===== config.mk =====
export PLATFORM = sky130hd
export DESIGN_NAME = edge_list_bfs_core
export DESIGN_NICKNAME = d
export VERILOG_FILES = /design/src/hdl/elbfs_pkg.sv /design/src/hdl/elbfs_ram.sv /design/src/hdl/elbfs_seq.sv /design/src/hdl/edge_list_bfs_core.sv
export SDC_FILE = /design/constraint.sdc
export NUM_CORES = 2
export LEC_CHECK = 0
export BUFFER_PORTS_ARGS = -buffer_cell sky130_fd_sc_hd__buf_2
export CORE_ASPECT_RATIO = 0.6
export CORE_MARGIN = 1
export CORE_UTILIZATION = 63
export CTS_BUF_LIST = sky130_fd_sc_hd__clkbuf_4 sky130_fd_sc_hd__clkbuf_8 sky130_fd_sc_hd__clkbuf_16
export DETAILED_ROUTE_END_ITERATION = 10
export GPL_ROUTABILITY_DRIVEN = 0
export PLACE_DENSITY = 0.79
export SKIP_CTS_REPAIR_TIMING = 1
export SLEW_MARGIN = 20
export SYNTH_ARGS = -nofsm -noshare
export SYNTH_HDL_FRONTEND = slang
export SYNTH_MEMORY_MAX_BITS = 65536
export SYNTH_SLANG_ARGS = --single-unit

===== constraint.sdc =====
create_clock -name clock -period 7.05 [get_ports clock]
set_input_delay 0 -clock clock [delete_from_list [all_inputs] [get_ports clock]]
set_output_delay 0 -clock clock [all_outputs]
set_load 0.01 [all_outputs]

===== src/hdl/elbfs_pkg.sv =====
// ----------------------------------------------------------------------------
// elbfs_pkg
// Shared constants, types and the microcode ROM of the edge-list BFS core.
// ----------------------------------------------------------------------------
package elbfs_pkg;

   // Sizing
   localparam int MAX_NODES  = 64;
   localparam int MAX_EDGES  = 256;
   localparam int NODE_W     = $clog2(MAX_NODES);       // node index
   localparam int NCNT_W     = NODE_W + 1;              // node count / signed parent
   localparam int EADDR_W    = $clog2(MAX_EDGES);       // edge store address
   localparam int ECNT_W     = EADDR_W + 1;             // edges loaded
   localparam int DEPTH_W    = NODE_W;
   localparam int FIFO_W     = NODE_W + DEPTH_W + NCNT_W;
   localparam int EDGE_W     = 2 * NODE_W;

   // Request opcodes
   localparam logic [1:0] OP_CLEAR  = 2'd0;
   localparam logic [1:0] OP_APPEND = 2'd1;
   localparam logic [1:0] OP_SEARCH = 2'd2;

   // Microcode step addresses
   localparam int STEP_W = 3;
   localparam logic [STEP_W-1:0] STEP_IDLE  = 3'd0;
   localparam logic [STEP_W-1:0] STEP_INIT  = 3'd1;
   localparam logic [STEP_W-1:0] STEP_POP   = 3'd2;
   localparam logic [STEP_W-1:0] STEP_LOAD  = 3'd3;
   localparam logic [STEP_W-1:0] STEP_SCAN  = 3'd4;
   localparam logic [STEP_W-1:0] STEP_DRAIN = 3'd5;
   localparam logic [STEP_W-1:0] STEP_EMIT  = 3'd6;
   localparam logic [STEP_W-1:0] STEP_DONE  = 3'd7;

   // Jump condition select
   typedef enum logic [2:0] {
      COND_NEVER     = 3'd0,
      COND_ALWAYS    = 3'd1,
      COND_NO_SEARCH = 3'd2,
      COND_NO_EXPAND = 3'd3,
      COND_SCAN_MORE = 3'd4,
      COND_FIFO_MORE = 3'd5
   } cond_sel_type;

   // Condition flags from the datapath
   typedef struct packed {
      logic no_search;
      logic no_expand;
      logic scan_more;
      logic fifo_more;
   } flags_type;

   // One control word
   typedef struct packed {
      logic              accept;  // idle, takes requests
      logic              init;    // seed frontier with start node
      logic              pop;     // read frontier head
      logic              load;    // latch current node
      logic              scan;    // issue edge read
      logic              emit;    // drive result for current node
      cond_sel_type      cond;
      logic [STEP_W-1:0] target;
   } ctl_type;

   // Microcode program: jump to target when cond holds, else fall through.
   function automatic ctl_type ucode_rom(input logic [STEP_W-1:0] step);
      ctl_type w;
      w = '{accept: 1'b0, init: 1'b0, pop: 1'b0, load: 1'b0, scan: 1'b0,
            emit: 1'b0, cond: COND_NEVER, target: STEP_IDLE};
      unique case (step)
         STEP_IDLE: begin
            w.accept = 1'b1;
            w.cond   = COND_NO_SEARCH;
            w.target = STEP_IDLE;
         end
         STEP_INIT:  w.init = 1'b1;
         STEP_POP:   w.pop  = 1'b1;
         STEP_LOAD: begin
            w.load   = 1'b1;
            w.cond   = COND_NO_EXPAND;
            w.target = STEP_EMIT;
         end
         STEP_SCAN: begin
            w.scan   = 1'b1;
            w.cond   = COND_SCAN_MORE;
            w.target = STEP_SCAN;
         end
         STEP_DRAIN: ;
         STEP_EMIT: begin
            w.emit   = 1'b1;
            w.cond   = COND_FIFO_MORE;
            w.target = STEP_POP;
         end
         STEP_DONE: begin
            w.cond   = COND_ALWAYS;
            w.target = STEP_IDLE;
         end
         default: ;
      endcase
      return w;
   endfunction

endpackage


===== src/hdl/elbfs_ram.sv =====
// ----------------------------------------------------------------------------
// elbfs_ram
// Generic simple dual-port RAM, one write port, one registered read port.
// ----------------------------------------------------------------------------
module elbfs_ram #(
   parameter int WIDTH = 8,
   parameter int DEPTH = 16
) (
   input  logic                     clock,
   input  logic                     wr_en,
   input  logic [$clog2(DEPTH)-1:0] wr_addr,
   input  logic [WIDTH-1:0]         wr_data,
   input  logic [$clog2(DEPTH)-1:0] rd_addr,
   output logic [WIDTH-1:0]         rd_data
);

   logic [WIDTH-1:0] mem_ff [DEPTH];
   logic [WIDTH-1:0] rd_data_ff;

   always_ff @(posedge clock) begin
      if (wr_en) begin
         mem_ff[wr_addr] <= wr_data;
      end
      rd_data_ff <= mem_ff[rd_addr];
   end

   assign rd_data = rd_data_ff;

endmodule


===== src/hdl/elbfs_seq.sv =====
// ----------------------------------------------------------------------------
// elbfs_seq
// Microcode sequencer: step counter, control ROM and conditional jumps.
// ----------------------------------------------------------------------------
module elbfs_seq import elbfs_pkg::*; (
   input  logic      clock,
   input  logic      reset,
   input  flags_type flags,
   output ctl_type   ctl
);

   logic [STEP_W-1:0] pc_ff, pc_in;
   logic              take;

   assign ctl = ucode_rom(pc_ff);

   // Condition select
   always_comb begin
      unique case (ctl.cond)
         COND_NEVER:     take = 1'b0;
         COND_ALWAYS:    take = 1'b1;
         COND_NO_SEARCH: take = flags.no_search;
         COND_NO_EXPAND: take = flags.no_expand;
         COND_SCAN_MORE: take = flags.scan_more;
         COND_FIFO_MORE: take = flags.fifo_more;
         default:        take = 1'b0;
      endcase
      pc_in = take ? ctl.target : pc_ff + STEP_W'(1);
   end

   always_ff @(posedge clock) begin
      if (reset) begin
         pc_ff <= STEP_IDLE;
      end else begin
         pc_ff <= pc_in;
      end
   end

endmodule


===== src/hdl/edge_list_bfs_core.sv =====
// ----------------------------------------------------------------------------
// edge_list_bfs_core
// Breadth-first search with depth limit over an edge-list graph.
// ----------------------------------------------------------------------------
// Usage:
//   A request is taken when start is high and busy is low. Opcode clear
//   empties the edge store, append adds one edge (dropped once 256 are held);
//   both return nothing. Search walks the graph from start_node and returns
//   one result per visited node in BFS order, each on rsp_* for one cycle
//   marked by rsp_strobe; rsp_last_result flags the final one. An
//   out-of-range start gives a single error result the cycle after the
//   request and busy stays low.
//   A search seeds the frontier, then per node pops and loads it and, unless
//   it is at the depth limit or no edge is loaded, scans every loaded edge
//   (one edge read per cycle from the edge RAM port); the result for a node
//   appears once its edge scan is done, and a closing step ends the search.
//   Results cannot be held off. node_count (APB, address 0) is to be written
//   by the user only while idle; the core itself does not enforce this.
//   Reset: edge store empty, node_count 64, sequencer idle.
// ----------------------------------------------------------------------------
module edge_list_bfs_core import elbfs_pkg::*; (
   input  logic                      clock,
   input  logic                      reset,
   // request channel
   input  logic                      start,
   output logic                      busy,
   input  logic [1:0]                req_opcode,
   input  logic [NODE_W-1:0]         req_edge_source,
   input  logic [NODE_W-1:0]         req_edge_target,
   input  logic [NODE_W-1:0]         req_start_node,
   input  logic signed [NCNT_W-1:0]  req_depth_limit,
   // result channel
   output logic                      rsp_strobe,
   output logic [NODE_W-1:0]         rsp_visited_node,
   output logic [DEPTH_W-1:0]        rsp_node_depth,
   output logic signed [NCNT_W-1:0]  rsp_parent_node,
   output logic                      rsp_last_result,
   output logic                      rsp_start_error,
   // configuration
   input  logic                      psel,
   input  logic                      penable,
   input  logic                      pwrite,
   input  logic [2:0]                paddr,
   input  logic [31:0]               pwdata,
   output logic [31:0]               prdata,
   output logic                      pready
);

   ctl_type   ctl;
   flags_type flags;

   // config
   logic [NCNT_W-1:0] node_count_ff, node_count_in;
   logic [NCNT_W-1:0] n_lim;

   // request latch
   logic              accept;
   logic [NODE_W-1:0] start_ff, start_in;
   logic [DEPTH_W-1:0] limit_ff, limit_in;
   logic              unlim_ff, unlim_in;
   logic              start_ok;

   // edge store
   logic [ECNT_W-1:0]  edges_ff, edges_in;
   logic               edge_wr;
   logic [EDGE_W-1:0]  edge_rd;
   logic [NODE_W-1:0]  edge_src, edge_dst;
   logic [EADDR_W-1:0] scan_ff, scan_in;
   logic               chk_ff, chk_in;

   // frontier
   logic [NCNT_W-1:0]  head_ff, head_in, tail_ff, tail_in;
   logic               fifo_wr;
   logic [NODE_W-1:0]  fifo_waddr;
   logic [FIFO_W-1:0]  fifo_wdata, fifo_rd;
   logic [MAX_NODES-1:0] visited_ff, visited_in;
   logic               enq;

   // current node
   logic [NODE_W-1:0]  cur_node_ff, cur_node_in;
   logic [DEPTH_W-1:0] cur_depth_ff, cur_depth_in;
   logic [NCNT_W-1:0]  cur_par_ff, cur_par_in;
   logic [DEPTH_W-1:0] rd_depth;

   // result register
   logic               rsp_strobe_ff, rsp_strobe_in;
   logic [NODE_W-1:0]  rsp_node_ff, rsp_node_in;
   logic [DEPTH_W-1:0] rsp_depth_ff, rsp_depth_in;
   logic [NCNT_W-1:0]  rsp_par_ff, rsp_par_in;
   logic               rsp_last_ff, rsp_last_in;
   logic               rsp_err_ff, rsp_err_in;

   elbfs_seq u_seq (
      .clock (clock),
      .reset (reset),
      .flags (flags),
      .ctl   (ctl)
   );

   // APB register port
   assign pready = 1'b1;
   assign prdata = (paddr[2] == 1'b0) ? {{(32 - NCNT_W){1'b0}}, node_count_ff} : 32'd0;
   always_comb begin
      node_count_in = node_count_ff;
      if (psel && penable && pwrite && (paddr[2] == 1'b0)) begin
         node_count_in = pwdata[NCNT_W-1:0];
      end
   end

   assign n_lim = (node_count_ff > NCNT_W'(MAX_NODES)) ? NCNT_W'(MAX_NODES) : node_count_ff;

   // request decode
   assign busy     = !ctl.accept;
   assign accept   = start && ctl.accept;
   assign start_ok = {1'b0, req_start_node} < n_lim;
   assign edge_wr  = accept && (req_opcode == OP_APPEND) && (edges_ff < ECNT_W'(MAX_EDGES));

   assign edge_src = edge_rd[EDGE_W-1:NODE_W];
   assign edge_dst = edge_rd[NODE_W-1:0];
   assign rd_depth = fifo_rd[NCNT_W +: DEPTH_W];

   // sequencer conditions
   always_comb begin
      flags.no_search = !(accept && (req_opcode == OP_SEARCH) && start_ok);
      flags.no_expand = (!unlim_ff && (rd_depth >= limit_ff)) || (edges_ff == '0);
      flags.scan_more = ({1'b0, scan_ff} + ECNT_W'(1)) < edges_ff;
      flags.fifo_more = (head_ff < tail_ff) && (head_ff < NCNT_W'(MAX_NODES));
   end

   // neighbor check stage, one edge per cycle
   assign enq = chk_ff && (edge_src == cur_node_ff) && ({1'b0, edge_dst} < n_lim) &&
                !visited_ff[edge_dst] && (tail_ff < NCNT_W'(MAX_NODES));

   // datapath next state
   always_comb begin
      edges_in     = edges_ff;
      start_in     = start_ff;
      limit_in     = limit_ff;
      unlim_in     = unlim_ff;
      scan_in      = scan_ff;
      chk_in       = 1'b0;
      head_in      = head_ff;
      tail_in      = tail_ff;
      visited_in   = visited_ff;
      cur_node_in  = cur_node_ff;
      cur_depth_in = cur_depth_ff;
      cur_par_in   = cur_par_ff;
      fifo_wr      = 1'b0;
      fifo_waddr   = tail_ff[NODE_W-1:0];
      fifo_wdata   = {edge_dst, cur_depth_ff + DEPTH_W'(1), {1'b0, cur_node_ff}};
      rsp_strobe_in = 1'b0;
      rsp_node_in  = rsp_node_ff;
      rsp_depth_in = rsp_depth_ff;
      rsp_par_in   = rsp_par_ff;
      rsp_last_in  = rsp_last_ff;
      rsp_err_in   = rsp_err_ff;

      // idle: edge store ops and search launch
      if (accept) begin
         case (req_opcode)
            OP_CLEAR:  edges_in = '0;
            OP_APPEND: if (edge_wr) edges_in = edges_ff + ECNT_W'(1);
            OP_SEARCH: begin
               start_in = req_start_node;
               limit_in = req_depth_limit[DEPTH_W-1:0];
               unlim_in = req_depth_limit[NCNT_W-1];
               if (!start_ok) begin
                  rsp_strobe_in = 1'b1;
                  rsp_node_in   = req_start_node;
                  rsp_depth_in  = '0;
                  rsp_par_in    = '0;
                  rsp_last_in   = 1'b1;
                  rsp_err_in    = 1'b1;
               end
            end
            default: ;
         endcase
      end

      // seed frontier
      if (ctl.init) begin
         visited_in           = '0;
         visited_in[start_ff] = 1'b1;
         fifo_wr              = 1'b1;
         fifo_waddr           = '0;
         fifo_wdata           = {start_ff, {DEPTH_W{1'b0}}, {NCNT_W{1'b1}}};
         head_in              = '0;
         tail_in              = NCNT_W'(1);
      end

      if (ctl.pop) begin
         head_in = head_ff + NCNT_W'(1);
      end

      if (ctl.load) begin
         cur_node_in  = fifo_rd[FIFO_W-1 -: NODE_W];
         cur_depth_in = rd_depth;
         cur_par_in   = fifo_rd[NCNT_W-1:0];
         scan_in      = '0;
      end

      if (ctl.scan) begin
         scan_in = scan_ff + EADDR_W'(1);
         chk_in  = 1'b1;
      end

      // enqueue newly reached neighbor
      if (enq) begin
         visited_in[edge_dst] = 1'b1;
         fifo_wr              = 1'b1;
         tail_in              = tail_ff + NCNT_W'(1);
      end

      if (ctl.emit) begin
         rsp_strobe_in = 1'b1;
         rsp_node_in   = cur_node_ff;
         rsp_depth_in  = cur_depth_ff;
         rsp_par_in    = cur_par_ff;
         rsp_last_in   = !flags.fifo_more;
         rsp_err_in    = 1'b0;
      end
   end

   elbfs_ram #(.WIDTH(EDGE_W), .DEPTH(MAX_EDGES)) u_edge_ram (
      .clock   (clock),
      .wr_en   (edge_wr),
      .wr_addr (edges_ff[EADDR_W-1:0]),
      .wr_data ({req_edge_source, req_edge_target}),
      .rd_addr (scan_ff),
      .rd_data (edge_rd)
   );

   elbfs_ram #(.WIDTH(FIFO_W), .DEPTH(MAX_NODES)) u_fifo_ram (
      .clock   (clock),
      .wr_en   (fifo_wr),
      .wr_addr (fifo_waddr),
      .wr_data (fifo_wdata),
      .rd_addr (head_ff[NODE_W-1:0]),
      .rd_data (fifo_rd)
   );

   // control registers
   always_ff @(posedge clock) begin
      if (reset) begin
         node_count_ff <= NCNT_W'(MAX_NODES);
         edges_ff      <= '0;
         chk_ff        <= 1'b0;
         head_ff       <= '0;
         tail_ff       <= '0;
         rsp_strobe_ff <= 1'b0;
      end else begin
         node_count_ff <= node_count_in;
         edges_ff      <= edges_in;
         chk_ff        <= chk_in;
         head_ff       <= head_in;
         tail_ff       <= tail_in;
         rsp_strobe_ff <= rsp_strobe_in;
      end
   end

   // payload registers
   always_ff @(posedge clock) begin
      start_ff     <= start_in;
      limit_ff     <= limit_in;
      unlim_ff     <= unlim_in;
      scan_ff      <= scan_in;
      visited_ff   <= visited_in;
      cur_node_ff  <= cur_node_in;
      cur_depth_ff <= cur_depth_in;
      cur_par_ff   <= cur_par_in;
      rsp_node_ff  <= rsp_node_in;
      rsp_depth_ff <= rsp_depth_in;
      rsp_par_ff   <= rsp_par_in;
      rsp_last_ff  <= rsp_last_in;
      rsp_err_ff   <= rsp_err_in;
   end

   assign rsp_strobe       = rsp_strobe_ff;
   assign rsp_visited_node = rsp_node_ff;
   assign rsp_node_depth   = rsp_depth_ff;
   assign rsp_parent_node  = rsp_par_ff;
   assign rsp_last_result  = rsp_last_ff;
   assign rsp_start_error  = rsp_err_ff;

endmodule


==> out/qor.yml <==
place:
  dpl.cell_count: 11700
  numPortBuffers: 70
  dp_hpwl_um: 272000
timing:
  maxSlewViolCount: 0
  max_freq_mhz: 188
  tightestPinTransition_ps: 1420
  finClkSkew_ps: 64.9
  hold_violations: 1
  period_share: 0.755
  grt_setup_unrepaired: "false"
  slew_headroom: 0.0445
  fin_setup_tns_ps: 0
  hold_slack_ps: -3.14
  period_needed_ps: 5320
  setup_viol: 0
synthesis:
  yosysSeqAreaShare: 0.764
  synth_area_per_cell_um2: 21.2
  yosysUniqueCellTypes: 80
  synth-seq-cells: 4479
  synth_flop_cell: "edfxtp_1"
  synth_edf_count: 4348
  ys_warn_count: 0
  synth_area_um2: 174000
  syn_inst: 8214
  synthArstFlopShare: 0
worst_setup_path:
  cpPeakStageDelay_ps: 1200
  critPathKind: "reg2reg"
  cpLargestDelayFamily: "simple AND/OR/NAND/NOR gates"
  cp.depth: 8
  worst-endpoint-arrival_ps: 5870
  path_buf_inv: 1
  reg2regPathDepth: 8
  crit_slowest_cell: "nor2_1"
  crit_chain: "inv_1, ha_1, nor2b_1, nand3b_1, nand3b_1, nor3_2, nand2_1, nor2_1"
  path_common_cell: "nand3b_1"
  crit_required_ps: 7590
  cp-end-kind: "flip-flop"
  startpoint_type: "flip-flop"
  critPathMaxFanout: 15
cells_and_area:
  final_util: 0.703
  layout-drive-gt1-share: 0.268
  multiInputGateArea_um2: 39200
  seq_area_um2: 133000
  syn_to_final_growth_pct: 10.9
  final_cells: 12500
  nets: 8603
  n_fill_cell: 15200
detailed_routing:
  firstDrtPassIters: 11
  drc_errors: 25
  detailedRoute.firstIterationViolations: 16800
  wl_per_cell_um: 38.8
  wirelength_um: 486000
  ant_nets: 0
  viasPerCell: 7.42
  via_count: 92800
floorplanning:
  start_util: 0.634
  io_pins: 124
  die-area_um2: 279000
  dieWidth_um: 681
  die_height_um: 409
  core-area_um2: 275000
  fp-row-count: 149
grt:
  grt_pass1_wl_um: 669000
  antenna_found_initial: 44
  grt_usage: 0.344
  grt_overflow: 0
  grt_max_degree: 184
  grt_pass1_vias: 89200
run_status:
  run_status: "finished with violations"
  violations: "design-rule violations, negative hold slack"
clock_network:
  numCtsBuffers: 383
  clk_pin_slew_ps: 70
  cts_sinks: 4479
  clockBufferDepth: 4
  htreeDepth: 5
  clock_latency_ps: 970
  cts_tree: "done"
  cts_root_buf: "clkbuf_16"
pwr:
  p_per_area_nw_per_um2: 333
  vdd_drop_max_v: 0.000343
  p_leak_nw: 60.1
  p_total_mw: 64.4
hold_path:
  worst_hold_path.num_cells: 3
  hold_path.class: "in2reg"
run:
  drv_cap: 0
Yosys cell counts, types with 13 or more instances:
master	n	area, µm²
a21oi_1	125	626
nor2_1	444	1670
a2111oi_0	13	114
buf_1	32	120
buf_2	104	521
and3_1	21	131
xnor2_1	16	140
or2_2	14	87.6
a22oi_1	74	556
dfxtp_1	131	2620
o211ai_1	14	105
o21ai_0	113	566
o221ai_1	174	1520
a211oi_1	34	255
inv_1	37	139
clkbuf_1	225	845
nor4_1	20	125
o22ai_1	113	707
buf_6	82	923
mux2i_1	461	4610
buf_4	51	383
nand2_1	134	503
nor3_1	67	335
nand2b_1	20	125
nor2b_1	31	194
nand3_1	43	215
mux2_2	18	203
edfxtp_1	4348	131000
mux4_2	1036	23300
ha_1	44	551
registers in the layout, indices dropped and copies added, names as in the netlist, 7 cells and up:
name / flops
node_count_ff: 7
visited_ff: 64
u_edge_ram.mem_ff: 3072
u_edge_ram.rd_data: 12
edges_ff: 9
rsp_parent_node: 7
u_fifo_ram.rd_data: 19
cur_par_ff: 7
scan_ff: 8
head_ff: 7
u_fifo_ram.mem_ff: 1216
tail_ff: 7
per-stage QoR:
step           hold slack [ps]  setup slack, ps  instance area, µm²
5_1_grt                  0.537             1660              193000
3_5_place_dp               179             1950              179000
4_1_cts                   -784             1860              192000
2_1_floorplan             46.4             2070              174000
3_3_place_gp               178             1980              179000
6_report                 -3.14             1730              193000
placed cells by master, fill, tap and decap left out, types with 16 or more instances in the layout:
cell / synthesis / layout
mux2_2: 18 / 18
dlygate4sd3_1: 0 / 67
nand2_1: 134 / 115
nand3_1: 43 / 39
inv_1: 37 / 35
nand2_2: 0 / 17
o22ai_1: 113 / 113
and3_1: 21 / 21
clkinv_1: 1 / 72
dfxtp_1: 131 / 125
mux4_2: 1036 / 1036
ha_1: 44 / 44
buf_12: 0 / 32
clkbuf_16: 0 / 394
edfxtp_1: 4348 / 4348
o21ai_0: 113 / 103
diode_2: 0 / 16
clkbuf_4: 0 / 80
mux2i_1: 461 / 460
nor2_2: 0 / 273
a21oi_1: 125 / 125
a211oi_1: 34 / 32
clkinv_2: 0 / 58
clkbuf_8: 0 / 24
a22oi_1: 74 / 74
buf_2: 104 / 58
o221ai_1: 174 / 174
buf_4: 51 / 198
conb_1: 2 / 26
nor2_1: 444 / 161
nand2b_1: 20 / 18
bufinv_16: 0 / 43
nor2b_1: 31 / 29
xnor2_1: 16 / 16
nor3_1: 67 / 53
final timing paths:
| path | slack (ps) | startpoint | endpoint |
|---|---|---|---|
| min | -3 | req_start_node[3] | rsp_visited_node[3] |
| max | 1730 | u_seq.pc_ff[0] | u_edge_ram.mem_ff[133][3] |
| max reg2reg | 1730 | u_seq.pc_ff[0] | u_edge_ram.mem_ff[133][3] |
| min reg2reg | 400 | u_fifo_ram.rd_data[6] | cur_par_ff[6] |
worst reg2reg max path: stages (launching register included):
cell and delay, ps:
dfxtp_1 370, inv_1 150, ha_1 280, nor2b_1 340
nand3b_1 400, nand3b_1 610, nor3_2 670, nand2_1 870
nor2_1 1210
layer usage:
layer  global-route usage  vias up  wire (µm)
li1                     -    34900          -
met1                0.492    47500     168000
met2                0.475     8944     208000
met3                0.160     1316      90300
met4                0.108       46      18000
met5              0.00739        -        698
area by class of cell:
cell class | instances | share of cell area
inverter | 39 | 0.000816
clock inverter | 203 | 0.0112
multi-input combinational | 3219 | 0.203
sequential | 4479 | 0.689
timing repair buffer | 369 | 0.0169
antenna | 16 | 0.000207
clock buffer | 486 | 0.0550
tap | 3699 | 0.0239
cell families (layout without fill, tap and decap cells):
logic type                 Yosys count  count (layout)  share of synthesized area
AOI/OAI and AO/OA                  753             753                     0.0301
buffers and inverters              540            1097                     0.0175
DFF                               4479            4479                      0.764
other                                2              42                  0.0000431
and+or+nand+nor                    856             856                     0.0222
muxes                             1517            1517                      0.162
xor gates and xnor gates            23              23                    0.00116
adders and majority gates           44              44                    0.00316
report_power, final:
part / internal, mW / switching, mW / total [mW]
Combinational: 3.88 / 7.72 / 11.6
Sequential: 30.3 / 0.401 / 30.7
Clock: 12.3 / 9.79 / 22.1
(Power assumes the default switching activity.)
